--- config.mk ---
export PLATFORM = sky130hd
export DESIGN_NAME = alive_supervision_monitor
export DESIGN_NICKNAME = d
export VERILOG_FILES = /design/src/design/asm_pkg.sv /design/src/design/asm_outq.sv /design/src/design/asm_dpath.sv /design/src/design/asm_ctrl.sv /design/src/design/alive_supervision_monitor.sv
export VERILOG_INCLUDE_DIRS = /design/src /design/src/design
export SDC_FILE = /design/constraint.sdc
export NUM_CORES = 2
export LEC_CHECK = 0
export BUFFER_PORTS_ARGS = -buffer_cell sky130_fd_sc_hd__buf_2
export CORE_ASPECT_RATIO = 1.5
export CORE_MARGIN = 3
export CORE_UTILIZATION = 55
export DETAILED_ROUTE_END_ITERATION = 6
export PLACE_DENSITY = 0.73
export SYNTH_ARGS = -nofsm -noshare
export SYNTH_HDL_FRONTEND = slang
export SYNTH_HIERARCHICAL = 1
export SYNTH_SLANG_ARGS = --single-unit
--- constraint.sdc ---
create_clock -name clk -period 9.2 [get_ports clk]
set_input_delay 0.92 -clock clk [delete_from_list [all_inputs] [get_ports clk]]
set_output_delay 0.92 -clock clk [all_outputs]
set_load 0.05 [all_outputs]
--- src/design/alive_supervision_monitor_assert.svh ---
// Assertion macros shared by the alive supervision monitor.
`ifndef ALIVE_SUPERVISION_MONITOR_ASSERT_SVH
`define ALIVE_SUPERVISION_MONITOR_ASSERT_SVH

// Same-cycle implication, checked out of reset only.
`define ASM_ASSERT_IMP(label, ante, cons) \
  label: assert property (@(posedge clk) disable iff (!rst_n) (ante) |-> (cons)) \
    else $error("alive supervision monitor: implication check failed");

// Next-cycle implication, checked out of reset only.
`define ASM_ASSERT_NXT(label, ante, cons) \
  label: assert property (@(posedge clk) disable iff (!rst_n) (ante) |=> (cons)) \
    else $error("alive supervision monitor: next-cycle check failed");

`endif

--- src/design/asm_pkg.sv ---
// Types and constants shared by the alive supervision monitor modules.
package asm_pkg;

  // Field widths.
  localparam int unsigned TIME_W    = 64;
  localparam int unsigned CNT_W     = 32;
  localparam int unsigned CFG_IDX_W = 3;
  localparam int unsigned CFG_DW    = 64;
  localparam int unsigned OP_W      = 4;

  // Supervision status codes.
  localparam logic [1:0] ST_DEACT   = 2'd0;
  localparam logic [1:0] ST_OK      = 2'd1;
  localparam logic [1:0] ST_FAILED  = 2'd2;
  localparam logic [1:0] ST_EXPIRED = 2'd3;

  // Expiry causes.
  localparam logic [1:0] CAUSE_NONE = 2'd0;
  localparam logic [1:0] CAUSE_LOSS = 2'd1;
  localparam logic [1:0] CAUSE_TOL  = 2'd2;
  localparam logic [1:0] CAUSE_OVF  = 2'd3;

  // Event kinds.
  localparam logic [2:0] REQ_CHECKPOINT = 3'd0;
  localparam logic [2:0] REQ_RUNNING    = 3'd1;
  localparam logic [2:0] REQ_STOPPED    = 3'd2;
  localparam logic [2:0] REQ_SYNC       = 3'd3;
  localparam logic [2:0] REQ_LOSS       = 3'd4;

  // Configuration register indexes.
  localparam logic [CFG_IDX_W-1:0] REG_CYCLE_LEN  = 3'd0;
  localparam logic [CFG_IDX_W-1:0] REG_MIN_IND    = 3'd1;
  localparam logic [CFG_IDX_W-1:0] REG_MAX_IND    = 3'd2;
  localparam logic [CFG_IDX_W-1:0] REG_MIN_EN     = 3'd3;
  localparam logic [CFG_IDX_W-1:0] REG_MAX_EN     = 3'd4;
  localparam logic [CFG_IDX_W-1:0] REG_FAILED_TOL = 3'd5;

  // Datapath operations issued by the controller.
  localparam logic [OP_W-1:0] OP_NONE      = 4'd0;
  localparam logic [OP_W-1:0] OP_LOAD      = 4'd1;
  localparam logic [OP_W-1:0] OP_LOSS      = 4'd2;
  localparam logic [OP_W-1:0] OP_SYNC_LOSS = 4'd3;
  localparam logic [OP_W-1:0] OP_SYNC_END  = 4'd4;
  localparam logic [OP_W-1:0] OP_DIV_INIT  = 4'd5;
  localparam logic [OP_W-1:0] OP_DIV_STEP  = 4'd6;
  localparam logic [OP_W-1:0] OP_APPLY     = 4'd7;
  localparam logic [OP_W-1:0] OP_MUL_STEP  = 4'd8;
  localparam logic [OP_W-1:0] OP_EVAL      = 4'd9;
  localparam logic [OP_W-1:0] OP_ADV       = 4'd10;
  localparam logic [OP_W-1:0] OP_ACT       = 4'd11;

  // Kinds of quiet-cycle skip.
  localparam logic [1:0] SKIP_NONE = 2'd0;
  localparam logic [1:0] SKIP_OK   = 2'd1;
  localparam logic [1:0] SKIP_UP   = 2'd2;
  localparam logic [1:0] SKIP_DOWN = 2'd3;

  // Sequencing limits.
  localparam int unsigned MAX_RESULTS = 6;
  localparam int unsigned DIV_STEPS   = 64;
  localparam int unsigned MUL_STEPS   = 32;
  localparam int unsigned ITER_W      = 6;
  localparam int unsigned ECNT_W      = 3;

  typedef struct packed {
    logic [2:0]        req_type;
    logic [TIME_W-1:0] event_time;
    logic              loss_cause;
  } in_item_t;

  typedef struct packed {
    logic [1:0]        status;
    logic [TIME_W-1:0] status_time;
    logic [1:0]        expire_cause;
    logic              recovery_request;
    logic              last_result;
  } out_item_t;

  typedef struct packed {
    logic [OP_W-1:0] op;
  } dp_cmd_t;

  typedef struct packed {
    logic [2:0] req;
    logic       lpend;
    logic       due;
    logic       cnt_zero;
    logic       skip_on;
    logic       fit;
    logic       adv;
    logic       emit;
  } dp_sts_t;

  typedef struct packed {
    logic push;
    logic flush;
  } oq_cmd_t;

  typedef struct packed {
    logic ready;
    logic pend_valid;
    logic out_free;
  } oq_sts_t;

endpackage

--- src/design/asm_outq.sv ---
// Result stage: holds the newest status change until it is known whether it is the last one.
module asm_outq (
  input  logic                clk,
  input  logic                rst_n,
  input  asm_pkg::oq_cmd_t    cmd,
  input  asm_pkg::out_item_t  rec,
  output asm_pkg::oq_sts_t    sts,
  output logic                out_valid,
  input  logic                out_stall,
  output asm_pkg::out_item_t  out_data
);

  logic               pend_valid_r, pend_valid_nxt;
  asm_pkg::out_item_t pend_r, pend_nxt;
  logic               out_valid_r, out_valid_nxt;
  asm_pkg::out_item_t out_data_r, out_data_nxt;
  logic               out_free;

  assign out_free = !out_valid_r || !out_stall;

  // A new change pushes the held one out; the end of an event releases it as last.
  always_comb begin
    pend_valid_nxt = pend_valid_r;
    pend_nxt       = pend_r;
    out_valid_nxt  = out_valid_r;
    out_data_nxt   = out_data_r;
    if (out_valid_r && !out_stall) begin
      out_valid_nxt = 1'b0;
    end
    if (cmd.push) begin
      if (pend_valid_r) begin
        out_data_nxt             = pend_r;
        out_data_nxt.last_result = 1'b0;
        out_valid_nxt            = 1'b1;
      end
      pend_nxt       = rec;
      pend_valid_nxt = 1'b1;
    end else if (cmd.flush) begin
      out_data_nxt             = pend_r;
      out_data_nxt.last_result = 1'b1;
      out_valid_nxt            = 1'b1;
      pend_valid_nxt           = 1'b0;
    end
  end

  always_ff @(posedge clk) begin
    if (!rst_n) begin
      pend_valid_r <= 1'b0;
      out_valid_r  <= 1'b0;
    end else begin
      pend_valid_r <= pend_valid_nxt;
      out_valid_r  <= out_valid_nxt;
    end
    pend_r     <= pend_nxt;
    out_data_r <= out_data_nxt;
  end

  assign sts.ready      = !pend_valid_r || out_free;
  assign sts.pend_valid = pend_valid_r;
  assign sts.out_free   = out_free;
  assign out_valid      = out_valid_r;
  assign out_data       = out_data_r;

endmodule

--- src/design/asm_dpath.sv ---
// Datapath: supervision state, configuration, shared divider and shift-add multiplier.
module asm_dpath (
  input  logic                                clk,
  input  logic                                rst_n,
  input  logic                                cfg_we,
  input  logic [asm_pkg::CFG_IDX_W-1:0]       cfg_index,
  input  logic [asm_pkg::CFG_DW-1:0]          cfg_wdata,
  input  asm_pkg::in_item_t                   in_data,
  input  asm_pkg::dp_cmd_t                    cmd,
  output asm_pkg::dp_sts_t                    sts,
  output asm_pkg::out_item_t                  rec
);

  localparam logic [asm_pkg::TIME_W-1:0] TIME_MAX = '1;
  localparam logic [asm_pkg::CNT_W-1:0]  CNT_MAX  = '1;

  // Configuration registers.
  logic [asm_pkg::TIME_W-1:0] len_r;
  logic [asm_pkg::CNT_W-1:0]  min_r, max_r, tol_r;
  logic                       minen_r, maxen_r;

  // Supervision state.
  logic [1:0]                 stat_r, stat_nxt;
  logic                       act_r, act_nxt;
  logic [asm_pkg::CNT_W-1:0]  cnt_r, cnt_nxt;
  logic [asm_pkg::CNT_W-1:0]  fail_r, fail_nxt;
  logic [asm_pkg::TIME_W-1:0] ce_r, ce_nxt;
  logic [asm_pkg::TIME_W-1:0] lsync_r, lsync_nxt;
  logic [asm_pkg::TIME_W-1:0] attr_r, attr_nxt;
  logic                       lp_r, lp_nxt;

  // Current event.
  logic [2:0]                 req_r, req_nxt;
  logic [asm_pkg::TIME_W-1:0] t_r, t_nxt;
  logic                       cause_r, cause_nxt;

  // Skip arithmetic.
  logic [asm_pkg::TIME_W-1:0] q_r, q_nxt;
  logic [asm_pkg::TIME_W-1:0] rem_r, rem_nxt;
  logic [asm_pkg::CNT_W-1:0]  limit_r, limit_nxt;
  logic [1:0]                 kind_r, kind_nxt;
  logic [asm_pkg::TIME_W-1:0] mcand_r, mcand_nxt;

  logic                       is_sync, active, err, e0, fit, eval_adv;
  logic [asm_pkg::TIME_W-1:0] t_bound;
  logic [1:0]                 skip_kind;
  logic [asm_pkg::TIME_W:0]   adv_sum, start_sum, div_part;
  logic [asm_pkg::CNT_W-1:0]  s32;
  logic                       emit;
  logic [1:0]                 ecause;

  // Conditions derived from the present state.
  assign is_sync  = (req_r == asm_pkg::REQ_SYNC);
  assign active   = (stat_r == asm_pkg::ST_OK) || (stat_r == asm_pkg::ST_FAILED);
  assign t_bound  = is_sync ? t_r : t_r - 64'd1;
  assign err      = (minen_r && (cnt_r < min_r)) || (maxen_r && (cnt_r > max_r));
  assign e0       = minen_r && (min_r != '0);
  assign eval_adv = !err || (fail_r < tol_r);
  assign adv_sum  = {1'b0, ce_r} + {1'b0, len_r};
  assign start_sum = {1'b0, t_r} + {1'b0, len_r};
  assign div_part = {rem_r, q_r[asm_pkg::TIME_W-1]};
  assign fit      = (kind_r == asm_pkg::SKIP_OK) || (q_r <= {32'd0, limit_r});
  assign s32      = fit ? q_r[asm_pkg::CNT_W-1:0] : limit_r;

  // Which run of quiet cycles can be jumped over without visible change.
  always_comb begin
    priority if (stat_r == asm_pkg::ST_OK && !e0) begin
      skip_kind = asm_pkg::SKIP_OK;
    end else if (stat_r == asm_pkg::ST_FAILED && e0) begin
      skip_kind = asm_pkg::SKIP_UP;
    end else if (stat_r == asm_pkg::ST_FAILED) begin
      skip_kind = asm_pkg::SKIP_DOWN;
    end else begin
      skip_kind = asm_pkg::SKIP_NONE;
    end
  end

  // Next-state logic for each operation.
  always_comb begin
    stat_nxt  = stat_r;
    act_nxt   = act_r;
    cnt_nxt   = cnt_r;
    fail_nxt  = fail_r;
    ce_nxt    = ce_r;
    lsync_nxt = lsync_r;
    attr_nxt  = attr_r;
    lp_nxt    = lp_r;
    req_nxt   = req_r;
    t_nxt     = t_r;
    cause_nxt = cause_r;
    q_nxt     = q_r;
    rem_nxt   = rem_r;
    limit_nxt = limit_r;
    kind_nxt  = kind_r;
    mcand_nxt = mcand_r;
    emit      = 1'b0;
    ecause    = asm_pkg::CAUSE_NONE;
    unique case (cmd.op)
      asm_pkg::OP_LOAD: begin
        req_nxt   = in_data.req_type;
        t_nxt     = in_data.event_time;
        cause_nxt = in_data.loss_cause;
      end
      asm_pkg::OP_LOSS: begin
        lp_nxt   = 1'b1;
        attr_nxt = (cause_r || t_r == '0) ? lsync_r : t_r;
      end
      asm_pkg::OP_SYNC_LOSS: begin
        if (stat_r != asm_pkg::ST_EXPIRED) begin
          stat_nxt = asm_pkg::ST_EXPIRED;
          fail_nxt = tol_r;
          cnt_nxt  = '0;
          ce_nxt   = TIME_MAX;
          emit     = 1'b1;
          ecause   = asm_pkg::CAUSE_LOSS;
        end
        act_nxt   = 1'b1;
        lp_nxt    = 1'b0;
        lsync_nxt = t_r;
      end
      asm_pkg::OP_SYNC_END: begin
        lsync_nxt = t_r;
      end
      asm_pkg::OP_DIV_INIT: begin
        q_nxt    = t_bound - ce_r;
        rem_nxt  = '0;
        kind_nxt = skip_kind;
        if (skip_kind == asm_pkg::SKIP_UP && fail_r < tol_r) begin
          limit_nxt = tol_r - fail_r;
        end else if (skip_kind == asm_pkg::SKIP_DOWN && fail_r > 32'd1) begin
          limit_nxt = fail_r - 32'd1;
        end else begin
          limit_nxt = '0;
        end
      end
      asm_pkg::OP_DIV_STEP: begin
        // One restoring division step: quotient bits shift in at the bottom.
        if (div_part >= {1'b0, len_r}) begin
          rem_nxt = 64'(div_part - {1'b0, len_r});
          q_nxt   = {q_r[asm_pkg::TIME_W-2:0], 1'b1};
        end else begin
          rem_nxt = div_part[asm_pkg::TIME_W-1:0];
          q_nxt   = {q_r[asm_pkg::TIME_W-2:0], 1'b0};
        end
      end
      asm_pkg::OP_APPLY: begin
        if (kind_r == asm_pkg::SKIP_UP) begin
          fail_nxt = fail_r + s32;
        end else if (kind_r == asm_pkg::SKIP_DOWN) begin
          fail_nxt = fail_r - s32;
        end
        if (fit) begin
          ce_nxt = t_bound - rem_r;
        end
        mcand_nxt = len_r;
      end
      asm_pkg::OP_MUL_STEP: begin
        // Shift-add: the cycle end accumulates the length times the step limit.
        if (limit_r[0]) begin
          ce_nxt = ce_r + mcand_r;
        end
        mcand_nxt = {mcand_r[asm_pkg::TIME_W-2:0], 1'b0};
        limit_nxt = {1'b0, limit_r[asm_pkg::CNT_W-1:1]};
      end
      asm_pkg::OP_EVAL: begin
        attr_nxt = ce_r;
        if (stat_r == asm_pkg::ST_OK) begin
          if (err) begin
            if (fail_r < tol_r) begin
              stat_nxt = asm_pkg::ST_FAILED;
              fail_nxt = fail_r + 32'd1;
              emit     = 1'b1;
            end else begin
              stat_nxt = asm_pkg::ST_EXPIRED;
              fail_nxt = tol_r;
              cnt_nxt  = '0;
              ce_nxt   = TIME_MAX;
              emit     = 1'b1;
              ecause   = asm_pkg::CAUSE_TOL;
            end
          end
        end else if (err) begin
          if (fail_r == CNT_MAX || fail_r >= tol_r) begin
            stat_nxt = asm_pkg::ST_EXPIRED;
            fail_nxt = tol_r;
            cnt_nxt  = '0;
            ce_nxt   = TIME_MAX;
            emit     = 1'b1;
            ecause   = (fail_r == CNT_MAX) ? asm_pkg::CAUSE_OVF : asm_pkg::CAUSE_TOL;
          end else begin
            fail_nxt = fail_r + 32'd1;
          end
        end else if (fail_r <= 32'd1) begin
          stat_nxt = asm_pkg::ST_OK;
          fail_nxt = '0;
          emit     = 1'b1;
        end else begin
          fail_nxt = fail_r - 32'd1;
        end
      end
      asm_pkg::OP_ADV: begin
        if (adv_sum[asm_pkg::TIME_W]) begin
          attr_nxt = TIME_MAX;
          stat_nxt = asm_pkg::ST_EXPIRED;
          fail_nxt = tol_r;
          cnt_nxt  = '0;
          ce_nxt   = TIME_MAX;
          emit     = 1'b1;
          ecause   = asm_pkg::CAUSE_OVF;
        end else begin
          ce_nxt  = adv_sum[asm_pkg::TIME_W-1:0];
          cnt_nxt = '0;
        end
      end
      asm_pkg::OP_ACT: begin
        if (req_r == asm_pkg::REQ_CHECKPOINT) begin
          if (active) begin
            if (cnt_r == CNT_MAX) begin
              attr_nxt = t_r;
              stat_nxt = asm_pkg::ST_EXPIRED;
              fail_nxt = tol_r;
              cnt_nxt  = '0;
              ce_nxt   = TIME_MAX;
              emit     = 1'b1;
              ecause   = asm_pkg::CAUSE_OVF;
            end else begin
              cnt_nxt = cnt_r + 32'd1;
            end
          end
        end else if (req_r == asm_pkg::REQ_RUNNING) begin
          if (!act_r) begin
            act_nxt = 1'b1;
            if (stat_r == asm_pkg::ST_DEACT) begin
              if (start_sum[asm_pkg::TIME_W]) begin
                attr_nxt = TIME_MAX;
                stat_nxt = asm_pkg::ST_EXPIRED;
                fail_nxt = tol_r;
                cnt_nxt  = '0;
                ce_nxt   = TIME_MAX;
                emit     = 1'b1;
                ecause   = asm_pkg::CAUSE_OVF;
              end else begin
                ce_nxt   = start_sum[asm_pkg::TIME_W-1:0];
                attr_nxt = t_r;
                stat_nxt = asm_pkg::ST_OK;
                fail_nxt = '0;
                emit     = 1'b1;
              end
            end
          end
        end else if (req_r == asm_pkg::REQ_STOPPED) begin
          if (act_r) begin
            act_nxt = 1'b0;
            if (stat_r != asm_pkg::ST_DEACT) begin
              attr_nxt = t_r;
              stat_nxt = asm_pkg::ST_DEACT;
              fail_nxt = '0;
              cnt_nxt  = '0;
              ce_nxt   = TIME_MAX;
              emit     = 1'b1;
            end
          end
        end
      end
      default: begin
      end
    endcase
  end

  // State and configuration registers.
  always_ff @(posedge clk) begin
    if (!rst_n) begin
      len_r   <= 64'd1;
      min_r   <= '0;
      max_r   <= CNT_MAX;
      minen_r <= 1'b1;
      maxen_r <= 1'b1;
      tol_r   <= '0;
      stat_r  <= asm_pkg::ST_DEACT;
      act_r   <= 1'b0;
      cnt_r   <= '0;
      fail_r  <= '0;
      ce_r    <= TIME_MAX;
      lsync_r <= '0;
      attr_r  <= '0;
      lp_r    <= 1'b0;
    end else begin
      if (cfg_we) begin
        unique case (cfg_index)
          asm_pkg::REG_CYCLE_LEN:  len_r   <= (cfg_wdata == '0) ? 64'd1 : cfg_wdata;
          asm_pkg::REG_MIN_IND:    min_r   <= cfg_wdata[asm_pkg::CNT_W-1:0];
          asm_pkg::REG_MAX_IND:    max_r   <= cfg_wdata[asm_pkg::CNT_W-1:0];
          asm_pkg::REG_MIN_EN:     minen_r <= cfg_wdata[0];
          asm_pkg::REG_MAX_EN:     maxen_r <= cfg_wdata[0];
          asm_pkg::REG_FAILED_TOL: tol_r   <= cfg_wdata[asm_pkg::CNT_W-1:0];
          default: begin
          end
        endcase
      end
      stat_r  <= stat_nxt;
      act_r   <= act_nxt;
      cnt_r   <= cnt_nxt;
      fail_r  <= fail_nxt;
      ce_r    <= ce_nxt;
      lsync_r <= lsync_nxt;
      attr_r  <= attr_nxt;
      lp_r    <= lp_nxt;
    end
    req_r   <= req_nxt;
    t_r     <= t_nxt;
    cause_r <= cause_nxt;
    q_r     <= q_nxt;
    rem_r   <= rem_nxt;
    limit_r <= limit_nxt;
    kind_r  <= kind_nxt;
    mcand_r <= mcand_nxt;
  end

  // Status towards the controller.
  assign sts.req      = req_r;
  assign sts.lpend    = lp_r;
  assign sts.due      = active && ((ce_r < t_r) || (ce_r == t_r && is_sync));
  assign sts.cnt_zero = (cnt_r == '0);
  assign sts.skip_on  = (skip_kind != asm_pkg::SKIP_NONE);
  assign sts.fit      = fit;
  assign sts.adv      = eval_adv;
  assign sts.emit     = emit;

  // Status change record built from the post-operation state.
  assign rec.status           = stat_nxt;
  assign rec.status_time      = attr_nxt;
  assign rec.expire_cause     = (stat_nxt == asm_pkg::ST_EXPIRED) ? ecause
                                                                  : asm_pkg::CAUSE_NONE;
  assign rec.recovery_request = (stat_nxt == asm_pkg::ST_EXPIRED);
  assign rec.last_result      = 1'b0;

endmodule

--- src/design/asm_ctrl.sv ---
// Controller: sequences one event through dispatch, cycle evaluation and the final action.
module asm_ctrl (
  input  logic              clk,
  input  logic              rst_n,
  input  logic              in_valid,
  output logic              in_stall,
  input  asm_pkg::dp_sts_t  dp_sts,
  output asm_pkg::dp_cmd_t  dp_cmd,
  input  asm_pkg::oq_sts_t  oq_sts,
  output asm_pkg::oq_cmd_t  oq_cmd
);

  localparam logic [3:0] S_IDLE  = 4'd0;
  localparam logic [3:0] S_DISP  = 4'd1;
  localparam logic [3:0] S_LOOP  = 4'd2;
  localparam logic [3:0] S_DIV   = 4'd3;
  localparam logic [3:0] S_APPLY = 4'd4;
  localparam logic [3:0] S_MUL   = 4'd5;
  localparam logic [3:0] S_EVAL  = 4'd6;
  localparam logic [3:0] S_ADV   = 4'd7;
  localparam logic [3:0] S_POST  = 4'd8;
  localparam logic [3:0] S_FLUSH = 4'd9;

  logic [3:0]                   state_r, state_nxt;
  logic [asm_pkg::ITER_W-1:0]   iter_r, iter_nxt;
  logic [asm_pkg::ECNT_W-1:0]   ecnt_r, ecnt_nxt;
  logic                         stepped;
  logic                         flush;
  logic [asm_pkg::OP_W-1:0]     op;

  // State sequencing and operation selection.
  always_comb begin
    state_nxt = state_r;
    iter_nxt  = iter_r;
    op        = asm_pkg::OP_NONE;
    stepped   = 1'b0;
    flush     = 1'b0;
    unique case (state_r)
      S_IDLE: begin
        if (in_valid) begin
          op        = asm_pkg::OP_LOAD;
          state_nxt = S_DISP;
        end
      end
      S_DISP: begin
        priority if (dp_sts.req == asm_pkg::REQ_LOSS) begin
          op        = asm_pkg::OP_LOSS;
          state_nxt = S_FLUSH;
        end else if (dp_sts.req == asm_pkg::REQ_SYNC && dp_sts.lpend) begin
          if (oq_sts.ready) begin
            op        = asm_pkg::OP_SYNC_LOSS;
            stepped   = 1'b1;
            state_nxt = S_FLUSH;
          end
        end else if (dp_sts.req == asm_pkg::REQ_SYNC) begin
          state_nxt = S_LOOP;
        end else if ((dp_sts.req == asm_pkg::REQ_CHECKPOINT ||
                      dp_sts.req == asm_pkg::REQ_RUNNING ||
                      dp_sts.req == asm_pkg::REQ_STOPPED) && !dp_sts.lpend) begin
          state_nxt = S_LOOP;
        end else begin
          state_nxt = S_FLUSH;
        end
      end
      S_LOOP: begin
        priority if (!dp_sts.due) begin
          state_nxt = S_POST;
        end else if (dp_sts.cnt_zero && dp_sts.skip_on) begin
          op        = asm_pkg::OP_DIV_INIT;
          iter_nxt  = '0;
          state_nxt = S_DIV;
        end else begin
          state_nxt = S_EVAL;
        end
      end
      S_DIV: begin
        op       = asm_pkg::OP_DIV_STEP;
        iter_nxt = iter_r + 6'd1;
        if (iter_r == asm_pkg::ITER_W'(asm_pkg::DIV_STEPS - 1)) begin
          state_nxt = S_APPLY;
        end
      end
      S_APPLY: begin
        op        = asm_pkg::OP_APPLY;
        iter_nxt  = '0;
        state_nxt = dp_sts.fit ? S_EVAL : S_MUL;
      end
      S_MUL: begin
        op       = asm_pkg::OP_MUL_STEP;
        iter_nxt = iter_r + 6'd1;
        if (iter_r == asm_pkg::ITER_W'(asm_pkg::MUL_STEPS - 1)) begin
          state_nxt = S_EVAL;
        end
      end
      S_EVAL: begin
        if (oq_sts.ready) begin
          op        = asm_pkg::OP_EVAL;
          stepped   = 1'b1;
          state_nxt = dp_sts.adv ? S_ADV : S_LOOP;
        end
      end
      S_ADV: begin
        if (oq_sts.ready) begin
          op        = asm_pkg::OP_ADV;
          stepped   = 1'b1;
          state_nxt = S_LOOP;
        end
      end
      S_POST: begin
        if (dp_sts.req == asm_pkg::REQ_SYNC) begin
          op        = asm_pkg::OP_SYNC_END;
          state_nxt = S_FLUSH;
        end else if (oq_sts.ready) begin
          op        = asm_pkg::OP_ACT;
          stepped   = 1'b1;
          state_nxt = S_FLUSH;
        end
      end
      S_FLUSH: begin
        if (!oq_sts.pend_valid) begin
          state_nxt = S_IDLE;
        end else if (oq_sts.out_free) begin
          flush     = 1'b1;
          state_nxt = S_IDLE;
        end
      end
      default: begin
        state_nxt = S_IDLE;
      end
    endcase
  end

  // Status changes beyond the per-event limit are dropped.
  assign oq_cmd.push  = stepped && dp_sts.emit &&
                        (ecnt_r < asm_pkg::ECNT_W'(asm_pkg::MAX_RESULTS));
  assign oq_cmd.flush = flush;

  always_comb begin
    if (state_r == S_IDLE) begin
      ecnt_nxt = '0;
    end else if (oq_cmd.push) begin
      ecnt_nxt = ecnt_r + 3'd1;
    end else begin
      ecnt_nxt = ecnt_r;
    end
  end

  always_ff @(posedge clk) begin
    if (!rst_n) begin
      state_r <= S_IDLE;
      ecnt_r  <= '0;
    end else begin
      state_r <= state_nxt;
      ecnt_r  <= ecnt_nxt;
    end
    iter_r <= iter_nxt;
  end

  assign dp_cmd.op = op;
  assign in_stall  = (state_r != S_IDLE);

endmodule

--- src/design/alive_supervision_monitor.sv ---
// Alive supervision monitor: one event at a time. An ordinary event goes through load, dispatch,
// the due-cycle check and the final action before the next beat is accepted; each due reference
// cycle adds an evaluation, and an advance when the cycle moves on. A data loss, a sync after a
// loss or an unused code goes from dispatch to the release. Jumping quiet cycles adds the 64-step
// divider, and the 32-step shift-add multiplier when its result does not fit; output stalls can
// hold it further. Synchronous active-low reset sets deactivated status and register defaults.
module alive_supervision_monitor (
  input  logic                             clk,
  input  logic                             rst_n,
  input  logic                             in_valid,
  output logic                             in_stall,
  input  asm_pkg::in_item_t                in_data,
  output logic                             out_valid,
  input  logic                             out_stall,
  output asm_pkg::out_item_t               out_data,
  input  logic                             cfg_we,
  input  logic [asm_pkg::CFG_IDX_W-1:0]    cfg_index,
  input  logic [asm_pkg::CFG_DW-1:0]       cfg_wdata
);

`include "alive_supervision_monitor_assert.svh"

  asm_pkg::dp_cmd_t   dp_cmd;
  asm_pkg::dp_sts_t   dp_sts;
  asm_pkg::oq_cmd_t   oq_cmd;
  asm_pkg::oq_sts_t   oq_sts;
  asm_pkg::out_item_t rec;

  // Sequencer for each event.
  asm_ctrl u_ctrl (
    .clk      (clk),
    .rst_n    (rst_n),
    .in_valid (in_valid),
    .in_stall (in_stall),
    .dp_sts   (dp_sts),
    .dp_cmd   (dp_cmd),
    .oq_sts   (oq_sts),
    .oq_cmd   (oq_cmd)
  );

  // Supervision state and arithmetic.
  asm_dpath u_dpath (
    .clk       (clk),
    .rst_n     (rst_n),
    .cfg_we    (cfg_we),
    .cfg_index (cfg_index),
    .cfg_wdata (cfg_wdata),
    .in_data   (in_data),
    .cmd       (dp_cmd),
    .sts       (dp_sts),
    .rec       (rec)
  );

  // Result beats towards the consumer.
  asm_outq u_outq (
    .clk       (clk),
    .rst_n     (rst_n),
    .cmd       (oq_cmd),
    .rec       (rec),
    .sts       (oq_sts),
    .out_valid (out_valid),
    .out_stall (out_stall),
    .out_data  (out_data)
  );

  // A new event is taken only after the previous one has released its last change.
  `ASM_ASSERT_IMP(a_idle_empty, in_valid && !in_stall, !oq_sts.pend_valid)
  // The controller is busy in the cycle after it takes an event.
  `ASM_ASSERT_NXT(a_busy_after, in_valid && !in_stall, in_stall)
  // A status change is only pushed when the result stage can make room for it.
  `ASM_ASSERT_IMP(a_push_room, oq_cmd.push, oq_sts.ready)
  // Release as last only happens with a held change and a free output register.
  `ASM_ASSERT_IMP(a_flush_ok, oq_cmd.flush, oq_sts.pend_valid && oq_sts.out_free)

endmodule

==> results by stage <==
Cells and area:
- The share of layout cells above drive strength 1 is 0.0743.
- Counting the fill cells in the layout gives 11961.
- Excluding fillers, the count of instances in the completed layout stands at 11107.
- From synthesis to final layout, the design area changed by 8.43%.
- After the last flow step, the layout net total stands at 10038.

Global routing:
- The maximum number of pins on one net before global-route repair is 179.
- The first global-routing pass estimated 522000 um of wire.
- The total overflow left after global routing is 0.
- The combined global-route utilization of all metal layers is 0.515.
- The initial antenna violation count is 32.
- The number of global-route vias before repair is 75566.

Power and ir drop:
- Dividing total power by cell area gives a power density of 314 nW/um^2.
- The static power due to leakage is 31.6 nW.
- Across the VDD grid, the largest voltage drop is 0.430 mV.

Clock tree:
- The H-tree generated during clock tree synthesis spans 3 levels.
- The number of sinks handled by clock tree synthesis is 870.
- In this run, post-CTS repair resized a total of 0 instances.
- After clock tree synthesis, the setup repair step added 0 buffers.
- TritonCTS created 91 clock buffers.
- In this run, post-CTS hold repair placed 0 buffers.
- TritonCTS built the clock tree.
- The clock slew at the register clock pins of the worst setup and hold paths is 0.06 ns.
- At the later pin of the worst-skew pair, clock insertion delay measures 0.80 ns.
- The clock root buffer is clkbuf_16.
- Counting along the longest clock path gives a buffer depth of 3.

STA:
- Setup violations remaining at the end of the flow were counted as 0.
- Setup slack closes at 0.349 ns.
- The minimum period implied by the final worst setup slack is 8.85 ns.
- The top achievable clock speed is 0.113 GHz.
- The worst pin sits at a relative slew slack of 0.0319.
- Summed over all failing endpoints, the final setup total negative slack is 0 ns.
- The number of hold violations in the final report is 0.
- The post-route fraction of the period consumed by the critical path is 0.962.
- The largest clock skew in the final design is 0.0524 ns.
- The transition time at the pin with the least slew margin is 1.44 ns.
- Setup repair after global routing left no endpoint under its margin.
- The final count of pins violating max slew is 0.

Detailed routing:
- The detailed router placed 78993 vias in this run.
- The DRC marker count from the first detailed-route iteration is 10838.
- The count of nets left with antenna violations after detail routing is 0.
- After detailed routing, the average wire length per cell comes to 32.4 um.
- The post-detailed-route via-to-cell ratio is 7.11.
- The post-route DRC violation count is 15.
- The pre-antenna-repair detailed-routing pass consisted of 7 iterations.
- Wires add up to 360000 um.

Critical path:
- The worst setup path is captured at a register.
- The critical path required time is 9.88 ns.
- For the worst setup path, the data arrival time is 9.53 ns.
- In this run the critical register-to-register path is launched from u_dpath/t_r[63]$_DFFE_PN_.
- By startpoint and endpoint, the worst setup path is classified as reg2reg.
- The startpoint kind of the worst setup timing path is a register.
- The maximum net fanout on the critical path is 30.
- The worst register-to-register path has a depth of 21.
- In this run the critical register-to-register path is captured at u_dpath/ce_r[51]$_SDFFE_PN1P_.
- The worst setup slack for register-to-register paths is 0.35 ns.

Die:
- The die extent in x is 305 um.
- The overall die area is 138000 sq um.
- The placeable core region is 132000 sq um.
- In this run the vertical extent of the chip is 454 um.
- 212 I/O pins were placed.
- The initial utilization of the core area, before any placement, comes to 0.556.
- After floorplanning, the core was divided into 163 placement rows.

Outcome:
- The checks that failed: DRC.
- The run finished, with violations left.

Logic synthesis:
- The post-synthesis instance total is 9295.
- The Yosys step of the flow raised 6 warnings.
- The mapped netlist covers 73700 sq um.
- The net count after synthesis is 10066.
- Dividing the synthesized area by the synthesized cell count gives 7.92 sq um.

Placement:
- The routability congestion estimate is 1.10.
- The placement-stage worst setup slack is 1.03 ns.
- The post-detailed-placement half-perimeter wirelength is 266000 um.
- The count of input and output buffers is 211.
- After detailed placement, the design holds a cell count of 10897.

Hold path:
- The number of cells on the worst hold path is 1.
- The type of the most critical hold path is in2reg.
- In this run the most critical hold path is launched from in_data[64].
- The path with the worst hold slack has its endpoint at u_dpath/t_r[63]$_DFFE_PN_.

Flow run:
- The max-capacitance violation count is 0.
[power by group]
| group | internal [mW] | switching, mW | total, mW | leakage [nW] |
|---|---|---|---|---|
| Combinational | 4.74 | 10.2 | 14.9 | 22.4 |
| Sequential | 5.04 | 1.00 | 6.05 | 7.60 |
| Clock | 2.29 | 1.83 | 4.12 | 1.58 |
| Total | 12.1 | 13.0 | 25.1 | 31.6 |
[cells in the final DEF, fill, tap and decap left out, types with 220 or more instances in the layout]
cell and instances:
a21o_1 246, nor2_1 630, a21oi_1 925, inv_1 524
o211ai_1 220, edfxtp_1 439, nand2_1 1274, xnor2_1 381
dfxtp_1 431, o21ai_0 533, ha_1 623
[metrics by stage]
stage	hold slack (ns)	power [mW]	util	area (sq um)
3_5_place_dp	0.405	19.8	0.576	76300
6_report	0.293	25.1	0.603	79900
5_1_grt	0.287	26.0	0.603	79800
2_1_floorplan	0.400	15.0	-	73700
4_1_cts	0.308	23.9	0.601	79500
3_3_place_gp	0.401	19.6	0.576	76300
[how the worst max path moves through the flow]
stage	slack [ns]	start	endpoint
after CTS	0.92	u_dpath/t_r[63]$_DFFE_PN_	u_dpath/ce_r[51]$_SDFFE_PN1P_
final	0.35	u_dpath/t_r[63]$_DFFE_PN_	u_dpath/ce_r[51]$_SDFFE_PN1P_
after global placement	1.19	u_dpath/t_r[63]$_DFFE_PN_	u_dpath/ce_r[51]$_SDFFE_PN1P_
after detailed placement	1.03	u_dpath/t_r[63]$_DFFE_PN_	u_dpath/ce_r[51]$_SDFFE_PN1P_
after floorplan	0.65	u_dpath/t_r[33]$_DFFE_PN_	u_dpath/cause_r$_DFFE_PN_
after global routing	0.33	u_dpath/t_r[63]$_DFFE_PN_	u_dpath/ce_r[52]$_SDFFE_PN1P_
[state kept, by name (all words and copies together) (netlist names), 4 cells and up]
name and cells:
u_outq/out_data 70, u_outq/pend_r 69, u_dpath/attr_r 64, u_dpath/ce_r 64, u_dpath/len_r 64, u_dpath/lsync_r 64, u_dpath/mcand_r 64, u_dpath/q_r 64
u_dpath/rem_r 64, u_dpath/t_r 64, u_dpath/cnt_r 32, u_dpath/fail_r 32, u_dpath/limit_r 32, u_dpath/max_r 32, u_dpath/min_r 32, u_dpath/tol_r 32
u_ctrl/iter_r 6, u_ctrl/state_r 4
[critical path, stage by stage, from the launching register on]
cell,delay (ns)
edfxtp_1,0.82
inv_1,0.33
ha_1,0.41
nand4_1,0.24
nor4_1,0.87
and3_1,0.37
nand2_1,0.12
o41ai_1,1.08
and3_1,0.32
nand2_1,0.09
nand2_1,0.11
o21ai_0,0.08
nand2_1,0.57
o21ai_0,0.25
a21oi_1,0.83
o22ai_1,0.14
or2_1,0.34
or4b_1,0.91
nand2_1,0.18
buf_4,0.40
nor2_1,0.07
a41oi_1,0.16
[routing by layer]
metal / vias up / share of wire / global-route usage
met2: 5624 / 0.44 / 0.814
met5: - / 0.00082 / 0.0174
met1: 36851 / 0.30 / 0.484
li1: 34040 / - / -
met4: 14 / 0.16 / 0.623
met3: 2464 / 0.099 / 0.174
[cell type report]
type / instances / area, sq um / share of cell area
antenna: 30 / 75.1 / 0.000940
inverter: 534 / 2010 / 0.0252
clock buffer: 112 / 2530 / 0.0317
multi-input combinational: 7386 / 48100 / 0.602
timing repair buffer: 384 / 2500 / 0.0313
sequential: 870 / 21800 / 0.273
clock inverter: 59 / 699 / 0.00876
tap: 1732 / 2170 / 0.0271
(Power assumes the default switching activity.)
